### src/fdmx_pkg.sv
// Shared types, codes and constants for the dual protocol frame demultiplexer.
// The CRC-16-CCITT byte update lives here as a function. No dependencies.
package fdmx_pkg;

	localparam int unsigned SHORT_MAX_LEN = 64;

	localparam logic [7:0]  SHORT_MIN_LEN      = 8'd5;
	localparam logic [7:0]  LONG_SYNC          = 8'h55;
	localparam logic [15:0] LONG_MIN_LEN_FIELD = 16'd5;
	localparam logic [16:0] LONG_OVERHEAD      = 17'd6;
	localparam logic [15:0] CRC_SEED           = 16'hffff;
	localparam logic [23:0] IDLE_MAX           = 24'hffffff;

	localparam logic [23:0] TIMEOUT_RESET = 24'd100000;
	localparam logic [16:0] MAX_LEN_RESET = 17'd4096;
	localparam logic [16:0] STAGING_RESET = 17'd1024;
	localparam logic [7:0]  STREAM_RESET  = 8'd0;

	localparam int unsigned CFG_INDEX_W = 3;
	localparam int unsigned CFG_DATA_W  = 24;

	localparam logic [CFG_INDEX_W-1:0] REG_TIMEOUT  = 3'd0;
	localparam logic [CFG_INDEX_W-1:0] REG_MAX_LEN  = 3'd1;
	localparam logic [CFG_INDEX_W-1:0] REG_STAGING  = 3'd2;
	localparam logic [CFG_INDEX_W-1:0] REG_STREAM   = 3'd3;

	typedef enum logic [1:0] {
		MODE_WAITING = 2'd0,
		MODE_SHORT   = 2'd1,
		MODE_LONG    = 2'd2,
		MODE_STREAM  = 2'd3
	} mode_t;

	localparam logic [2:0] EV_NONE         = 3'd0;
	localparam logic [2:0] EV_SHORT_DONE   = 3'd1;
	localparam logic [2:0] EV_LONG_GOOD    = 3'd2;
	localparam logic [2:0] EV_ERROR        = 3'd3;
	localparam logic [2:0] EV_STREAM_BEGIN = 3'd4;
	localparam logic [2:0] EV_STREAM_BYTE  = 3'd5;
	localparam logic [2:0] EV_STREAM_DONE  = 3'd6;

	localparam logic [1:0] DEST_DROP   = 2'd0;
	localparam logic [1:0] DEST_SHORT  = 2'd1;
	localparam logic [1:0] DEST_LONG   = 2'd2;
	localparam logic [1:0] DEST_STREAM = 2'd3;

	localparam logic CMD_BYTE = 1'b0;

	typedef struct packed {
		logic [2:0]  event_res;
		logic [7:0]  byte_out;
		logic [1:0]  destination;
		logic [15:0] byte_index;
		logic [7:0]  channel_out;
		logic [15:0] frame_len;
		logic        crc_mismatch;
		logic        timed_out;
	} result_t;

	function automatic logic [15:0] crc_step(input logic [15:0] crc, input logic [7:0] b);
		logic [7:0]  d;
		logic [15:0] dw;
		d  = b ^ crc[7:0];
		d  = d ^ {d[3:0], 4'b0000};
		dw = {8'h00, d};
		return {d, crc[15:8]} ^ (dw >> 4) ^ (dw << 3);
	endfunction

endpackage

### src/fdmx_front.sv
// Front part of the demultiplexer: configuration registers, frame state and
// the per-word classification that builds one result. Uses fdmx_pkg.
module fdmx_front (
	input  logic                              clk,
	input  logic                              arst_n,
	input  logic                              cfg_we,
	input  logic [fdmx_pkg::CFG_INDEX_W-1:0]  cfg_index,
	input  logic [fdmx_pkg::CFG_DATA_W-1:0]   cfg_data,
	input  logic                              accept,
	input  logic                              cmd,
	input  logic [7:0]                        data,
	output fdmx_pkg::result_t                 result
);

	logic [23:0] timeout_q;
	logic [16:0] max_len_q;
	logic [16:0] staging_q;
	logic [7:0]  stream_q;

	fdmx_pkg::mode_t mode_q, mode_d;
	logic [16:0] position_q, position_d;
	logic [15:0] remaining_q, remaining_d;
	logic [16:0] total_q, total_d;
	logic [7:0]  length_low_q, length_low_d;
	logic [7:0]  channel_q, channel_d;
	logic [15:0] crc_q, crc_d;
	logic [7:0]  crc_low_q, crc_low_d;
	logic        crc_low_seen_q, crc_low_seen_d;
	logic [23:0] idle_q, idle_d;

	always_ff @(posedge clk or negedge arst_n) begin
		if (!arst_n) begin
			timeout_q <= fdmx_pkg::TIMEOUT_RESET;
			max_len_q <= fdmx_pkg::MAX_LEN_RESET;
			staging_q <= fdmx_pkg::STAGING_RESET;
			stream_q  <= fdmx_pkg::STREAM_RESET;
		end else if (cfg_we) begin
			case (cfg_index)
				fdmx_pkg::REG_TIMEOUT: timeout_q <= cfg_data;
				fdmx_pkg::REG_MAX_LEN: max_len_q <= cfg_data[16:0];
				fdmx_pkg::REG_STAGING: staging_q <= cfg_data[16:0];
				fdmx_pkg::REG_STREAM:  stream_q  <= cfg_data[7:0];
				default: ;
			endcase
		end
	end

	always_ff @(posedge clk or negedge arst_n) begin
		if (!arst_n) begin
			mode_q         <= fdmx_pkg::MODE_WAITING;
			position_q     <= '0;
			remaining_q    <= '0;
			total_q        <= '0;
			length_low_q   <= '0;
			channel_q      <= '0;
			crc_q          <= fdmx_pkg::CRC_SEED;
			crc_low_q      <= '0;
			crc_low_seen_q <= 1'b0;
			idle_q         <= '0;
		end else if (accept) begin
			mode_q         <= mode_d;
			position_q     <= position_d;
			remaining_q    <= remaining_d;
			total_q        <= total_d;
			length_low_q   <= length_low_d;
			channel_q      <= channel_d;
			crc_q          <= crc_d;
			crc_low_q      <= crc_low_d;
			crc_low_seen_q <= crc_low_seen_d;
			idle_q         <= idle_d;
		end
	end

	logic [15:0] crc_next;
	logic [15:0] field;
	logic [16:0] field_total;
	logic [17:0] pos_plus2;
	logic [16:0] payload_len;
	logic        crc_match;

	assign crc_next    = fdmx_pkg::crc_step(crc_q, data);
	assign field       = {data, length_low_q};
	assign field_total = {1'b0, field} + 17'd1;
	assign pos_plus2   = {1'b0, position_q} + 18'd2;
	assign payload_len = total_q - fdmx_pkg::LONG_OVERHEAD;
	assign crc_match   = ({data, crc_low_q} == crc_q);

	always_comb begin
		mode_d         = mode_q;
		position_d     = position_q;
		remaining_d    = remaining_q;
		total_d        = total_q;
		length_low_d   = length_low_q;
		channel_d      = channel_q;
		crc_d          = crc_q;
		crc_low_d      = crc_low_q;
		crc_low_seen_d = crc_low_seen_q;
		idle_d         = idle_q;
		result         = '0;

		if (cmd != fdmx_pkg::CMD_BYTE) begin
			if (idle_q < fdmx_pkg::IDLE_MAX) begin
				idle_d = idle_q + 24'd1;
			end
		end else begin
			result.byte_out   = data;
			idle_d            = '0;
			result.byte_index = position_q[15:0];
			// A stale partial frame is dropped and the word starts afresh.
			if (mode_q != fdmx_pkg::MODE_WAITING && idle_q > timeout_q) begin
				mode_d           = fdmx_pkg::MODE_WAITING;
				result.timed_out = 1'b1;
				result.byte_index = '0;
				position_d       = '0;
				remaining_d      = '0;
				total_d          = '0;
			end

			case (mode_d)
				fdmx_pkg::MODE_WAITING: begin
					result.byte_index = '0;
					if (data >= fdmx_pkg::SHORT_MIN_LEN &&
					    data <= 8'(fdmx_pkg::SHORT_MAX_LEN)) begin
						mode_d             = fdmx_pkg::MODE_SHORT;
						position_d         = 17'd1;
						remaining_d        = {8'h00, data} - 16'd1;
						result.destination = fdmx_pkg::DEST_SHORT;
					end else if (data == fdmx_pkg::LONG_SYNC) begin
						mode_d             = fdmx_pkg::MODE_LONG;
						position_d         = 17'd1;
						total_d            = '0;
						crc_d              = fdmx_pkg::CRC_SEED;
						crc_low_seen_d     = 1'b0;
						result.destination = fdmx_pkg::DEST_LONG;
					end
				end
				fdmx_pkg::MODE_SHORT: begin
					result.destination = fdmx_pkg::DEST_SHORT;
					position_d         = position_q + 17'd1;
					remaining_d        = remaining_q - 16'd1;
					if (remaining_d == '0) begin
						result.event_res = fdmx_pkg::EV_SHORT_DONE;
						result.frame_len = position_d[15:0];
						mode_d           = fdmx_pkg::MODE_WAITING;
						position_d       = '0;
						remaining_d      = '0;
						total_d          = '0;
					end
				end
				fdmx_pkg::MODE_LONG: begin
					if (position_q >= staging_q) begin
						result.event_res = fdmx_pkg::EV_ERROR;
						mode_d           = fdmx_pkg::MODE_WAITING;
						position_d       = '0;
						remaining_d      = '0;
						total_d          = '0;
					end else if (position_q == 17'd1) begin
						length_low_d       = data;
						crc_d              = crc_next;
						position_d         = 17'd2;
						result.destination = fdmx_pkg::DEST_LONG;
					end else if (position_q == 17'd2) begin
						if (field < fdmx_pkg::LONG_MIN_LEN_FIELD || field_total > max_len_q) begin
							result.event_res = fdmx_pkg::EV_ERROR;
							mode_d           = fdmx_pkg::MODE_WAITING;
							position_d       = '0;
							remaining_d      = '0;
							total_d          = '0;
						end else begin
							total_d            = field_total;
							crc_d              = crc_next;
							position_d         = 17'd3;
							result.destination = fdmx_pkg::DEST_LONG;
						end
					end else if (position_q == 17'd3) begin
						channel_d          = data;
						result.channel_out = data;
						crc_d              = crc_next;
						if (data == stream_q) begin
							remaining_d        = payload_len[15:0];
							crc_low_seen_d     = 1'b0;
							mode_d             = fdmx_pkg::MODE_STREAM;
							position_d         = 17'd4;
							result.event_res   = fdmx_pkg::EV_STREAM_BEGIN;
							result.destination = fdmx_pkg::DEST_LONG;
						end else if (total_q > staging_q) begin
							result.event_res = fdmx_pkg::EV_ERROR;
							mode_d           = fdmx_pkg::MODE_WAITING;
							position_d       = '0;
							remaining_d      = '0;
							total_d          = '0;
						end else begin
							position_d         = 17'd4;
							result.destination = fdmx_pkg::DEST_LONG;
						end
					end else begin
						result.channel_out = channel_q;
						result.destination = fdmx_pkg::DEST_LONG;
						if (pos_plus2 < {1'b0, total_q}) begin
							crc_d      = crc_next;
							position_d = position_q + 17'd1;
						end else if (pos_plus2 == {1'b0, total_q}) begin
							crc_low_d  = data;
							position_d = position_q + 17'd1;
						end else begin
							if (crc_match) begin
								result.event_res = fdmx_pkg::EV_LONG_GOOD;
								result.frame_len = payload_len[15:0];
							end else begin
								result.event_res    = fdmx_pkg::EV_ERROR;
								result.crc_mismatch = 1'b1;
							end
							mode_d      = fdmx_pkg::MODE_WAITING;
							position_d  = '0;
							remaining_d = '0;
							total_d     = '0;
						end
					end
				end
				default: begin
					result.channel_out = channel_q;
					if (remaining_q != '0) begin
						crc_d              = crc_next;
						remaining_d        = remaining_q - 16'd1;
						position_d         = position_q + 17'd1;
						result.event_res   = fdmx_pkg::EV_STREAM_BYTE;
						result.destination = fdmx_pkg::DEST_STREAM;
					end else if (!crc_low_seen_q) begin
						crc_low_d      = data;
						crc_low_seen_d = 1'b1;
						position_d     = position_q + 17'd1;
					end else begin
						if (crc_match) begin
							result.event_res = fdmx_pkg::EV_STREAM_DONE;
							result.frame_len = payload_len[15:0];
						end else begin
							result.event_res    = fdmx_pkg::EV_ERROR;
							result.crc_mismatch = 1'b1;
						end
						mode_d      = fdmx_pkg::MODE_WAITING;
						position_d  = '0;
						remaining_d = '0;
						total_d     = '0;
					end
				end
			endcase
		end
	end

endmodule

### src/fdmx_queue.sv
// Two-entry result queue between the front part and the output side.
// Its head entry drives the output ports directly. Uses fdmx_pkg.
module fdmx_queue (
	input  logic              clk,
	input  logic              arst_n,
	input  logic              push,
	input  fdmx_pkg::result_t push_data,
	input  logic              pop,
	output logic              full,
	output logic              not_empty,
	output fdmx_pkg::result_t head
);

	fdmx_pkg::result_t entry_q [2];
	logic       wr_ptr_q;
	logic       rd_ptr_q;
	logic [1:0] count_q;

	assign full      = (count_q == 2'd2);
	assign not_empty = (count_q != 2'd0);
	assign head      = entry_q[rd_ptr_q];

	always_ff @(posedge clk) begin
		if (push) begin
			entry_q[wr_ptr_q] <= push_data;
		end
	end

	always_ff @(posedge clk or negedge arst_n) begin
		if (!arst_n) begin
			wr_ptr_q <= 1'b0;
			rd_ptr_q <= 1'b0;
			count_q  <= '0;
		end else begin
			if (push) begin
				wr_ptr_q <= ~wr_ptr_q;
			end
			if (pop) begin
				rd_ptr_q <= ~rd_ptr_q;
			end
			case ({push, pop})
				2'b10:   count_q <= count_q + 2'd1;
				2'b01:   count_q <= count_q - 2'd1;
				default: count_q <= count_q;
			endcase
		end
	end

endmodule

### src/dual_protocol_frame_demux_top.sv
// Dual protocol frame demultiplexer, top level. Uses fdmx_pkg, fdmx_front, fdmx_queue.
// Each accepted word's result is built combinationally and written into the result queue.
// Throughput: one word per cycle while the result queue is not full; the front updates frame state per word.
// The two-entry result queue lets input keep flowing during an output stall until both entries fill.
// Reset (arst_n low, asynchronous) clears frame state, registers to defaults, the queue.
module dual_protocol_frame_demux_top (
	input  logic                              clk,
	input  logic                              arst_n,
	// Configuration write port.
	input  logic                              cfg_we,
	input  logic [fdmx_pkg::CFG_INDEX_W-1:0]  cfg_index,
	input  logic [fdmx_pkg::CFG_DATA_W-1:0]   cfg_data,
	// Input channel.
	input  logic                              in_valid,
	output logic                              in_stall,
	input  logic                              cmd,
	input  logic [7:0]                        data,
	// Output channel.
	output logic                              out_valid,
	input  logic                              out_stall,
	output logic [2:0]                        event_res,
	output logic [7:0]                        byte_out,
	output logic [1:0]                        destination,
	output logic [15:0]                       byte_index,
	output logic [7:0]                        channel_out,
	output logic [15:0]                       frame_len,
	output logic                              crc_mismatch,
	output logic                              timed_out
);

	// Every accepted word, byte or tick, produces exactly one result word.
	// The front holds all frame state and updates it only when a word is
	// accepted, so stalls on either side never disturb the running CRC.
	logic              in_accept;
	logic              out_accept;
	logic              queue_full;
	fdmx_pkg::result_t front_result;
	fdmx_pkg::result_t head;

	// Input is held off only while both queue entries wait to be taken.
	assign in_stall   = queue_full;
	assign in_accept  = in_valid && !queue_full;
	assign out_accept = out_valid && !out_stall;

	fdmx_front u_front (
		.clk       (clk),
		.arst_n    (arst_n),
		.cfg_we    (cfg_we),
		.cfg_index (cfg_index),
		.cfg_data  (cfg_data),
		.accept    (in_accept),
		.cmd       (cmd),
		.data      (data),
		.result    (front_result)
	);

	// The queue decouples the classifying front from the consumer.
	fdmx_queue u_queue (
		.clk       (clk),
		.arst_n    (arst_n),
		.push      (in_accept),
		.push_data (front_result),
		.pop       (out_accept),
		.full      (queue_full),
		.not_empty (out_valid),
		.head      (head)
	);

	// The head entry is a register, so the output word is stable while stalled.
	assign event_res    = head.event_res;
	assign byte_out     = head.byte_out;
	assign destination  = head.destination;
	assign byte_index   = head.byte_index;
	assign channel_out  = head.channel_out;
	assign frame_len    = head.frame_len;
	assign crc_mismatch = head.crc_mismatch;
	assign timed_out    = head.timed_out;

endmodule

### config.mk
export PLATFORM = sky130hd
export DESIGN_NAME = dual_protocol_frame_demux_top
export DESIGN_NICKNAME = d
export VERILOG_FILES = /design/src/fdmx_pkg.sv /design/src/fdmx_front.sv /design/src/fdmx_queue.sv /design/src/dual_protocol_frame_demux_top.sv
export SDC_FILE = /design/constraint.sdc
export NUM_CORES = 1
export LEC_CHECK = 0
export BUFFER_PORTS_ARGS = -buffer_cell sky130_fd_sc_hd__clkbuf_2
export CORE_AREA = 2 2 184 186
export DETAILED_ROUTE_END_ITERATION = 16
export DIE_AREA = 0 0 186 188
export GPL_TIMING_DRIVEN = 0
export PLACE_DENSITY = 0.7
export SYNTH_ARGS = -nofsm -noshare
export SYNTH_HDL_FRONTEND = slang
export SYNTH_SLANG_ARGS = --single-unit
### constraint.sdc
create_clock -name clk -period 9.5 [get_ports clk]
set_input_delay 1.9 -clock clk [delete_from_list [all_inputs] [get_ports clk]]
set_output_delay 1.9 -clock clk [all_outputs]
set_load 0.005 [all_outputs]
After elaboration in Yosys (flattened, before gate mapping)
Memories as Yosys holds them, arrays and structs flattened.
Index checks and enable logic that the tools add are counted.
W data, S select, Z words.
{"block": "totals", "ff_bits": 187, "mem_bits_rw": 110, "input_bits": 41, "output_inout_bits": 57, "n_memories": 1}
{"block": "classes", "addsub": 9, "n_lt_le_gt_ge": 9, "n_eq_ne": 32, "mux": 142, "bitwise": 12, "reduce_logical": 28}
{"memory": "u_queue.entry_q", "words": 2, "width": 55, "rd": 1, "rd_ports_with_merged_regs": 0, "write_ports": 1, "line_no": "fdmx_queue.sv:14", "source": "fdmx_pkg::result_t entry_q [2];"}
{"op": "$mux W17", "count": 33}
{"op": "$mux W16", "count": 27}
{"op": "$pmux W16 S3", "count": 3}
{"op": "$pmux W17 S3", "count": 2}
{"op": "$mux W25", "count": 3}
{"op": "$mux W8", "count": 9}
{"op": "$mux W2", "count": 30}
{"op": "$mux W55", "count": 1}
{"op": "$mux W24", "count": 2}
{"op": "$eq A17 B2 Y1 const B", "count": 2}
{"op": "$gt A17 B17 Y1", "count": 2}
{"op": "$pmux W8 S2", "count": 2}
{"op": "$mux W3", "count": 10}
{"op": "$add A24 B1 Y24 const B", "count": 1}
{"op": "$gt A24 B24 Y1", "count": 1}
{"op": "$lt A24 B24 Y1 const B", "count": 1}
{"op": "$reduce_and A11 Y1", "count": 2}
{"op": "$add A17 B2 Y18 const B", "count": 1}
{"op": "$eq A18 B17 Y1", "count": 1}
{"op": "$lt A18 B17 Y1", "count": 1}
{"op": "$add A16 B1 Y17 const B", "count": 1}
{"op": "$add A17 B1 Y17 const B", "count": 1}
{"op": "$eq A17 B1 Y1 const B", "count": 1}
{"op": "$ge A17 B17 Y1", "count": 1}
{"op": "46 further kinds", "count": 94}

Depth between registers and ports, before layout
Gate-level depths: netlist of the first run.
{"block": "depth", "word_depth": 11, "mapped_depth": 19, "depth_no_buf": 18}

Hierarchy
A second synthesis of the first run with hierarchy kept.
{"block": "unflattened", "cells_unflattened": 1830, "area_unflattened_um2": 18176.2}
{"module": "fdmx_front", "n_inst": 1, "cells_each": 1641, "area_per_inst_um2": 13828.3, "seq_area_each_um2": 4609.4}
{"module": "fdmx_queue", "n_inst": 1, "cells_each": 187, "area_per_inst_um2": 4320.4, "seq_area_each_um2": 3403.3}
{"module": "dual_protocol_frame_demux_top", "n_inst": 1, "cells_each": 2, "area_per_inst_um2": 27.5, "seq_area_each_um2": 0.0}

Worst setup path after synthesis of the first run
OpenSTA, ideal clock, no wires.
{"block": "synth_timing", "kind": "input -> register", "from": "in data[0]", "to": "reg u_front.crc_q[10]", "t_arrival_ns": 5.295, "setup_slack_ns": 4.120, "cell_stages": 18, "path_buffers": 2, "path_cell_list": "clkbuf_1 > nand2_1 > or2_2 > nor2_1 > and3_1 > nand3_1 > xnor2_1 > ha_1 > a21oi_1 > nand2_1 > a211o_1 > a21oi_1 > a21bo_4 > nor2_2 > o2bb2ai_2 > nor3_4 > buf_6 > mux2_1"}
{"block": "synth_between", "elab_chain_cells": 5, "word_cells_on_any_way": 12, "cone_classes": "add/sub (1); order compare (4); eq/ne (4); reduce/logical (3)"}
{"item": "start: declaration", "line_no": "dual_protocol_frame_demux_top.sv:17", "source": "input logic [7:0] data,"}
{"item": "$add A16 B1 Y17", "line_no": "fdmx_front.sv:83", "source": "assign field_total = {1'b0, field} + 17'd1;"}
{"item": "$gt A17 B17 Y1", "line_no": "fdmx_front.sv:163", "source": "if (field < fdmx_pkg::LONG_MIN_LEN_FIELD || field_total > max_len_q) begin"}
{"item": "$logic_or A1 B1 Y1", "line_no": "fdmx_front.sv:163"}
{"item": "$ne A4 B3 Y1 (no source line)"}
{"item": "$reduce_and A9 Y1 (no source line) (*)"}
{"item": "end signal: assignment", "line_no": "fdmx_front.sv:56", "source": "crc_q <= fdmx_pkg::CRC_SEED;"}
{"item": "end signal: assignment", "line_no": "fdmx_front.sv:67", "source": "crc_q <= crc_d;"}
{"item": "end: declaration", "line_no": "fdmx_front.sv:26", "source": "logic [15:0] crc_q, crc_d;"}
Mark *: on every way between the ends. The rest lies on a longest branch, timed or not.
A chain may end at the register's enable or synchronous reset.

Worst setup path after layout of the first run
{"block": "layout_timing", "from": "in data[0]", "to": "reg u_front.crc_q[15]"}
Same word-level chain as after synthesis.

==> results.txt, run 1 <==
----------------------------------------------------
[Status]
  Result of the run ... finished clean

[Timing]
  Clock Skew ... 0.02048 ns
  Share of the clock period used by the worst path after layout ... a little under two thirds
  Pins over their slew limit ... 0
  Final critical path time including I/O delays and setup ... between 6 and 7 ns
  Final setup TNS ... 0 ns
  Measured slew at the worst slew-check pin ... between 1 and 1.5 ns
  Unrepaired setup endpoints after global routing ... false
  Highest clock rate ... approximately 0.17 GHz
  Count of endpoints failing hold in the final timing report ... 0
  Final setup viols ... 0
  Setup ws final ... approximately 3.5 ns
  Tightest slew margin relative to the limit ... between 10% and 20%
  Worst hold slack after final layout ... 0.5077 ns

[Final layout]
  Post-layout instance count excluding filler cells ... 2,406
  Utilization after layout ... between 60% and 70%
  Area added between synthesis and finish ... 12.61%
  Net total in the final layout ... between 2,000 and 2,500
  Fraction of layout cells with a size suffix above 1 ... between 15 and 20%
  Number of diodes added for antenna fixing ... 0
  Final instance area ... between 20,000 and 25,000 sq um

[Synth]
  Area fraction in and, or, nand and nor cells after synthesis ... 16.41%
  Syn avg cell area ... 9.976 sq um
  Fraction of the yosys area taken by sequential cells ... between 40% and 50%
  Warnings, synthesis ... 0
  Largest family of logic cells by synthesized area ... simple AND/OR/NAND/NOR gates
  Number of flops mapped to enable cells by yosys ... 110
  Register bit count reported by yosys ... slightly below 300
  Multiplexer fraction of the synthesized cell area ... a little under 7%
  Netlist area before placement ... 17,950 sq um
  Share of synthesized cell area in full adder, half adder and majority cells ... under 10%
  Number of standard cells after synthesis ... between 1,500 and 2,000
  Main synth FF type ... dfrtp_1
  Xor and xnor area share after synthesis ... roughly 6.5%
  Synthesized Nets ... a little under 2,000
  Unique masters post-synth ... 88
  Post-synthesis compound-gate area fraction ... between 10 and 15%
  Ys async rst share ... between 60% and 70%

[Min path]
  Worst hold path class ... reg2reg

[Routing]
  Wire length per cell after detailed routing ... about 23 um
  DRT antenna net count ... 0
  Post-DR vias/cell ... between 6 and 7
  Via count of the routed design ... between 10,000 and 15,000
  Number of violations reported at the end of detailed-routing iteration 0 ... approximately 1,500
  Total Wirelength ... between 50 and 60 mm
  Drt pass-1 iters ... 6
  Residual DRC count ... 0

[CTS]
  CTS tree ... done
  CTS buffer count ... 35
  Hold-fix buffer count after cts ... 0
  Post-CTS setup repair buffer count ... 0
  Clock root buffer ... clkbuf_16
  Total number of H-tree levels ... 2
  Clock transition at path regs ... 0.06 ns
  Number of clock sinks ... 297
  Worst skew pair latency ... 0.53 ns
  Post-cts sizing count ... 0
  Maximum clock path buffer count ... 3

[Die]
  Effective utilization at floorplan ... between 50 and 60%
  Die height ... between 150 and 200 um
  Die Outline Area ... about 35,000 sq um
  X dimension of the die ... 186 um
  Area of the core ... about 33,000 sq um
  Row count ... 67
  I/O Pins ... 98

[Place]
  Detailed placement HPWL ... 40.86 mm
  Instance area after placement ... between 15,000 and 20,000 sq um
  Buffers on Ports ... 92
  Instance count after placement with tap cells included ... 2,344
  Weighted congestion at the end of routability-driven global placement ... roughly 0.97
  Worst setup slack before clock tree synthesis ... approximately 3 ns

[GRT]
  Number of antenna violations at the first check in global routing ... 1
  Overall global routing resource usage ... 31.80%
  Total congestion overflow after global routing ... 0
  Pin count of the biggest net entering global routing ... 100
  Global-route wire length before repair ... about 85 mm
  Number of global-route vias before repair ... approximately 15,000

[Pwr]
  Power per standard cell area ... ~270 nW/um^2
  Total Power Consumption ... roughly 5.5 mW
  Standby leakage power ... 8.430 nW
  Worst-case vdd ir drop ... roughly 0.14 mV

[Critical path]
  Critical path capture point type ... register
  Signal arrival time at the worst endpoint ... about 6.5 ns
  Required @ worst endpoint ... 9.95 ns
  WS Path Type ... in2reg
  Crit path max fanout ... 10
  Element type at the critical path start ... input pin

[Flow run]
  Number of max-cap violations ... 0

----------------------------------------------------
==> power by group <==
group / leakage, nW / total (mW) / internal (mW) / switching, mW
logic: 4.49 / 2.27 / 0.876 / 1.40
clock network: 0.563 / 1.34 / 0.800 / 0.539
registers: 3.38 / 1.91 / 1.70 / 0.205
==> layout by cell type (no fill, tap or decap), drive strengths merged, types with 25 or more instances in the layout <==
master	count
clkbuf	215
nand2	188
dfrtp	163
o21ai	128
nor2	112
edfxtp	110
ha	107
mux2	105
inv	104
xor2	74
a21oi	65
xnor2	60
nand3	49
nor3	33
nand4	32
and2	31
nor4	25
buf	25
==> cells by family (layout without fill, tap and decap cells) <==
logic type	count (synthesis)	in the layout
adders and majority gates	107	107
xor gates and xnor gates	134	134
buffers and inverters	193	352
AOI/OAI and AO/OA	386	386
muxes	108	108
and+or+nand+nor	574	574
DFF	297	297
==> final timing paths <==
check                                            from                endpoint  slack [ns]  cells after the start
worst max register to register  u_front.position_q[7]  u_front.position_q[11]        3.59                     18
worst min-delay path            u_front.max_len_q[12]   u_front.max_len_q[12]        0.51                      2
max in group asynchronous                      arst_n       u_front.crc_q[15]        7.06                      2
min in group asynchronous                      arst_n   u_front.position_q[2]        1.46                      1
worst max-delay path                          data[0]       u_front.crc_q[15]        3.48                     19
worst min register to register  u_front.max_len_q[12]   u_front.max_len_q[12]        0.51                      2
==> layout make-up <==
class | count | area (sq um)
inverters | 102 | 382.9
multi-input cells | 1309 | 9198
well taps | 448 | 560.5
plain buffers | 91 | 369.1
fillers | 2821 | 12900
repair buffers | 97 | 548.0
flip-flops and latches | 297 | 8013
clock inverters | 10 | 77.57
clock buffers | 52 | 1062
==> synthesized netlist by cell type (all sizes together) (4+ instances only) <==
master     n  area share (%)
nand2    188             4.0
a21oi     65             1.8
nand4     32             1.2
nor2     112             2.4
ha       107             7.5
buf       20            0.57
inv      102             2.1
nor3b      6            0.25
or2        6            0.21
nand2b     8            0.28
and2      31             1.1
clkbuf    71             1.5
edfxtp   110              18
or4       14            0.65
a21boi     6            0.27
nand3     49             1.4
and4       7            0.36
o31ai     12            0.56
o211ai    17            0.71
a31oi     14            0.49
or3       13            0.45
o21ai    128             3.6
a21o      16            0.67
xnor2     60             2.9
a221oi     6            0.29
nor4      25             1.1
a22o      17            0.83
mux2     105             6.6
nor2b     21            0.73
nor3      33             1.1
o21a       5            0.21
dfstp     24             3.5
a22oi     14            0.59
and3      17            0.59
o221ai     4            0.20
a2111oi    4            0.20
a32oi      5            0.24
o311ai     4            0.20
o22ai     20            0.70
a211oi    18            0.75
xor2      74             3.6
or4b       4            0.22
o32ai      4            0.20
dfrtp    163              23
==> state kept, by name, summed over array words and instances, names as in the netlist, 16 cells and up <==
register,flops
u_front.staging_q,17
u_front.remaining_q,16
u_queue.entry_q,110
u_front.total_q,17
u_front.position_q,17
u_front.max_len_q,17
u_front.crc_q,16
u_front.idle_q,24
u_front.timeout_q,24
==> metal layers <==
layer  track usage [%]  share of wire (%)  vias to the layer above
met2             50.30                 46                      614
met4             13.87                4.3                        0
met3             4.681                7.1                      128
met1             43.47                 43                     7260
met5                 0                  0                        -
li1                  -                  -                     6793
==> worst max-delay path, stage by stage <==
cell	delay, ns
clkbuf_2	0.13
clkbuf_1	0.50
nand2_1	0.09
or2_2	0.31
nor2_1	0.17
and3_1	0.21
nand3_1	0.10
xnor2_1	0.37
ha_1	0.34
a21oi_1	0.15
nand2_1	0.08
a211o_1	0.33
a21oi_1	0.26
a21bo_4	0.26
nor2_2	0.07
o2bb2ai_2	0.17
nor3_4	0.47
buf_6	0.22
mux2_1	0.33
Power figures use the tool's default switching activity.
==> run 2: changes to the inputs <==
--- a/config.mk
+++ b/config.mk
@@ -10,7 +10,7 @@
 export DETAILED_ROUTE_END_ITERATION = 16
 export DIE_AREA = 0 0 186 188
 export GPL_TIMING_DRIVEN = 0
-export PLACE_DENSITY = 0.7
+export PLACE_DENSITY = 0.73
 export SYNTH_ARGS = -nofsm -noshare
 export SYNTH_HDL_FRONTEND = slang
 export SYNTH_SLANG_ARGS = --single-unit
==> constraint.sdc (replaced) <==
create_clock -name clk -period 5.3 [get_ports clk]
set_input_delay 1.06 -clock clk [delete_from_list [all_inputs] [get_ports clk]]
set_output_delay 1.06 -clock clk [all_outputs]
set_load 0.005 [all_outputs]
==> results.txt, run 2 (synthesized netlist as in run 1, its figures left out) <==
----------------------------------------------------
[Status]
  Result of the run ... finished clean (unchanged)

[GRT]
  Pin count of the biggest net entering global routing ... 106 (was 100)
  Number of antenna violations at the first check in global routing ... 1 (unchanged)
  Number of global-route vias before repair ... 14,600 (was 14,700)
  Global-route wire length before repair ... 83.32 mm (was 84.59 mm)
  Total congestion overflow after global routing ... 0 (unchanged)
  Overall global routing resource usage ... 31.29% (was 31.80%)

[Routing]
  Number of violations reported at the end of detailed-routing iteration 0 ... 1,297 (was 1,523)
  Met2 wirelength from detailed routing ... 25.12 mm (was 25.27 mm)
  Residual DRC count ... 0 (unchanged)
  Post-DR vias/cell ... 6.183 (was 6.149)
  Met3 wirelength from detailed routing ... 4.290 mm (was 3.884 mm)
  Uppermost routed layer ... met4 (unchanged)
  Via count of the routed design ... 14,900 (was 14,800)
  Routed metal-1 wire length ... 22.28 mm (was 23.39 mm)
  Total Wirelength ... 54.13 mm (was 54.92 mm)
  Wire length per cell after detailed routing ... 22.47 um (was 22.83 um)
  DRT antenna net count ... 0 (unchanged)
  Drt pass-1 iters ... 6 (unchanged)

[Die]
  Die height ... 188 um (unchanged)
  Area of the core ... 33,110 sq um (unchanged)
  X dimension of the die ... 186 um (unchanged)
  Die Outline Area ... 34,970 sq um (unchanged)
  Row count ... 67 (unchanged)
  I/O Pins ... 98 (unchanged)
  Effective utilization at floorplan ... 54.20% (unchanged)

[Place]
  Weighted congestion at the end of routability-driven global placement ... 0.9430 (was 0.9731)
  Detailed placement HPWL ... 40.23 mm (was 40.86 mm)
  Worst setup slack before clock tree synthesis ... -0.3859 ns (was 3.009 ns)
  Instance area after placement ... 19,060 sq um (was 19,070 sq um)
  Buffers on Ports ... 92 (unchanged)

[CTS]
  Number of clock sinks ... 297 (unchanged)
  Maximum clock path buffer count ... 3 (unchanged)
  Worst skew pair latency ... 0.53 ns (about the same)
  Clock root buffer ... clkbuf_16 (unchanged)
  Hold-fix buffer count after cts ... 0 (unchanged)
  CTS tree ... done (unchanged)
  CTS buffer count ... 35 (unchanged)
  Clock transition at path regs ... 0.07 ns (was 0.06 ns)
  Total number of H-tree levels ... 2 (unchanged)

[Critical path]
  Crit path max fanout ... 10 (unchanged)
  Signal arrival time at the worst endpoint ... 5.42 ns (was 6.47 ns)
  Ordered list of cells on the worst path ... buf_2 > nand2_1 > nor2_1 > nand2_1 > nor2_1 > and3_1 > nand3_1 > xnor2_1 > ha_1 > nand2_1 > nor4_2 > o32ai_1 > a21boi_0 > o21ai_2 > nand2_1 > a31o_1 > nand4_2 > buf_4 > a22o_1 (was clkbuf_2 > clkbuf_1 > nand2_1 > or2_2 > nor2_1 > and3_1 > nand3_1 > xnor2_1 > ha_1 > a21oi_1 > nand2_1 > a211o_1 > a21oi_1 > a21bo_4 > nor2_2 > o2bb2ai_2 > nor3_4 > buf_6 > mux2_1)
  WS Path Type ... reg2reg (was in2reg)
  Largest incremental delay on the critical path ... 0.48 ns (was 0.50 ns)
  Critical path capture point type ... register (unchanged)
  Cell at the slowest stage of the critical path ... dfrtp_1 (was clkbuf_1)
  Element type at the critical path start ... register (was input pin)
  Required @ worst endpoint ... 5.70 ns (was 9.95 ns)
  Most common cell on crit path ... nand2_1
  Worst-case reg-to-reg path depth ... 19 (was 18)

[Timing]
  Measured slew at the worst slew-check pin ... 1.241 ns (was 1.336 ns)
  Unrepaired setup endpoints after global routing ... false (unchanged)
  Pins over their slew limit ... 0 (unchanged)
  Final setup viols ... 0 (unchanged)
  Tightest slew margin relative to the limit ... 16.55% (was 10.20%)
  Final critical path time including I/O delays and setup ... between 5 and 6 ns
  Share of the clock period used by the worst path after layout ... between 90% and 100%
  Setup ws final ... 0.2856 ns (was 3.481 ns)
  Count of endpoints failing hold in the final timing report ... 0 (unchanged)
  Highest clock rate ... about 0.20 GHz
  Clock Skew ... 0.02121 ns (was 0.02048 ns)

[Final layout]
  Final instance area ... 20,270 sq um (was 20,210 sq um)
  Filler Cells Inserted ... 2,783 (was 2,821)
  Commonest cells after routing, fill and taps aside ... nand2_1 (184), dfrtp_1 (162), o21ai_0 (124) (was nand2_1 (184), dfrtp_1 (163), o21ai_0 (125))
  Register with the highest flop count ... u_queue.entry_q (unchanged)
  Area added between synthesis and finish ... 12.93% (was 12.61%)
  Leading cell type in the layout, fill and taps excluded ... nand2_1 (unchanged)
  Registers with the most flip-flops ... u_queue.entry_q x110, u_front.idle_q x24, u_front.timeout_q x24 (unchanged)
  Number of diodes added for antenna fixing ... 0 (unchanged)
  Net total in the final layout ... 2,083 (was 2,081)
  Flip-flop count of the largest register after layout ... 110 (unchanged)
  Fraction of layout cells with a size suffix above 1 ... 17.08% (was 16.45%)

[Min path]
  Cell depth of the worst hold path ... 1 (was 2)
  Worst hold path class ... reg2reg (unchanged)

[Pwr]
  Combinational cell fraction of total power ... 41.3% (was 41.2%)
  Relative contribution of sequential cells to total power ... 34.4% (was 34.6%)
  Design internal power ... 6.099 mW (was 3.379 mW)
  Standby leakage power ... 8.448 nW (was 8.430 nW)
  Worst-case vdd ir drop ... 0.2862 mV (was 0.1425 mV)
  Net switching power of the design ... 3.828 mW (was 2.139 mW)
  Part of the power in the clock network ... 24.3% (about the same)
  Power per standard cell area ... 489.8 nW/um^2 (was 273.0 nW/um^2)
  Net switching share of the total power ... 38.56% (was 38.76%)

[Flow run]
  Number of max-cap violations ... 0 (unchanged)

----------------------------------------------------
run 2: cell type report:
cell class              instances  area (sq um)  area share, %
inverters                     102         382.9          1.889
repair buffers                 99         566.8          2.797
well taps                     448         560.5          2.766
multi-input cells            1309          9228          45.53
clock buffers                  47         983.4          4.852
flip-flops and latches        297          8014          39.54
clock inverters                16         157.7         0.7779
plain buffers                  91         374.1          1.846
run 2: repair_timing:
| action | CTS | global route |
|---|---|---|
| pin swaps | 1 | 2 |
| resized for setup | 4 | 11 |
| setup buffers | 2 | 2 |
| setup endpoints to repair | 48 | 76 |
| hold endpoints to repair | 0 | 0 |
run 2: per-layer routing:
| metal | vias to the layer above | GRT usage, % |
|---|---|---|
| met1 | 7268 | 42.15 |
| li1 | 6773 | - |
| met5 | - | 0 |
| met3 | 153 | 5.069 |
| met2 | 702 | 50.10 |
| met4 | 0 | 13.20 |
run 2: worst max-delay path: cells and delay by family, from the launching register on:
family / cells / cell delay (ns)
AO/OA/AOI/OAI: 5 / 1.11
flip-flops: 1 / 0.48
adder cells (fa/ha/maj): 1 / 0.34
AND/OR/NAND/NOR: 10 / 2.21
XOR/XNOR: 1 / 0.17
buffers and inverters: 2 / 0.58
run 2: metrics by stage:
stage | std cells | TNS, ns | power, mW | hold slack (ns) | util (%)
after floorplan | 1799 | 0 | 6.094 | 0.4681 | -
after global placement | 2339 | -148.00 | 7.302 | 0.4824 | 57.28
after detailed placement | 2342 | -9.331 | 7.416 | 0.4971 | 57.57
after CTS | 2407 | 0 | 9.867 | 0.5097 | 61.11
after global routing | 2409 | 0 | 10.48 | 0.5346 | 61.21
final | 2409 | 0 | 9.927 | 0.5078 | 61.21
run 2: final timing paths:
kind | startpoint | endpoint | slack (ns)
max in group asynchronous | arst_n | u_front.idle_q[17] | 3.72
max reg2reg | u_front.position_q[7] | u_front.total_q[14] | 0.29
max | u_front.position_q[7] | u_front.total_q[14] | 0.29
min | u_front.channel_q[0] | u_front.channel_q[0] | 0.51
min in group asynchronous | arst_n | u_front.position_q[9] | 0.58
min reg2reg | u_front.channel_q[0] | u_front.channel_q[0] | 0.51
run 2: power groups by stage:
stage | Combinational (mW) | Clock, mW | Sequential (mW)
after floorplan | 2.76 | 0 | 3.34
after global placement | 3.85 | 0 | 3.45
after detailed placement | 3.97 | 0 | 3.45
after CTS | 4.02 | 2.44 | 3.41
after global routing | 4.48 | 2.53 | 3.47
final | 4.10 | 2.41 | 3.42
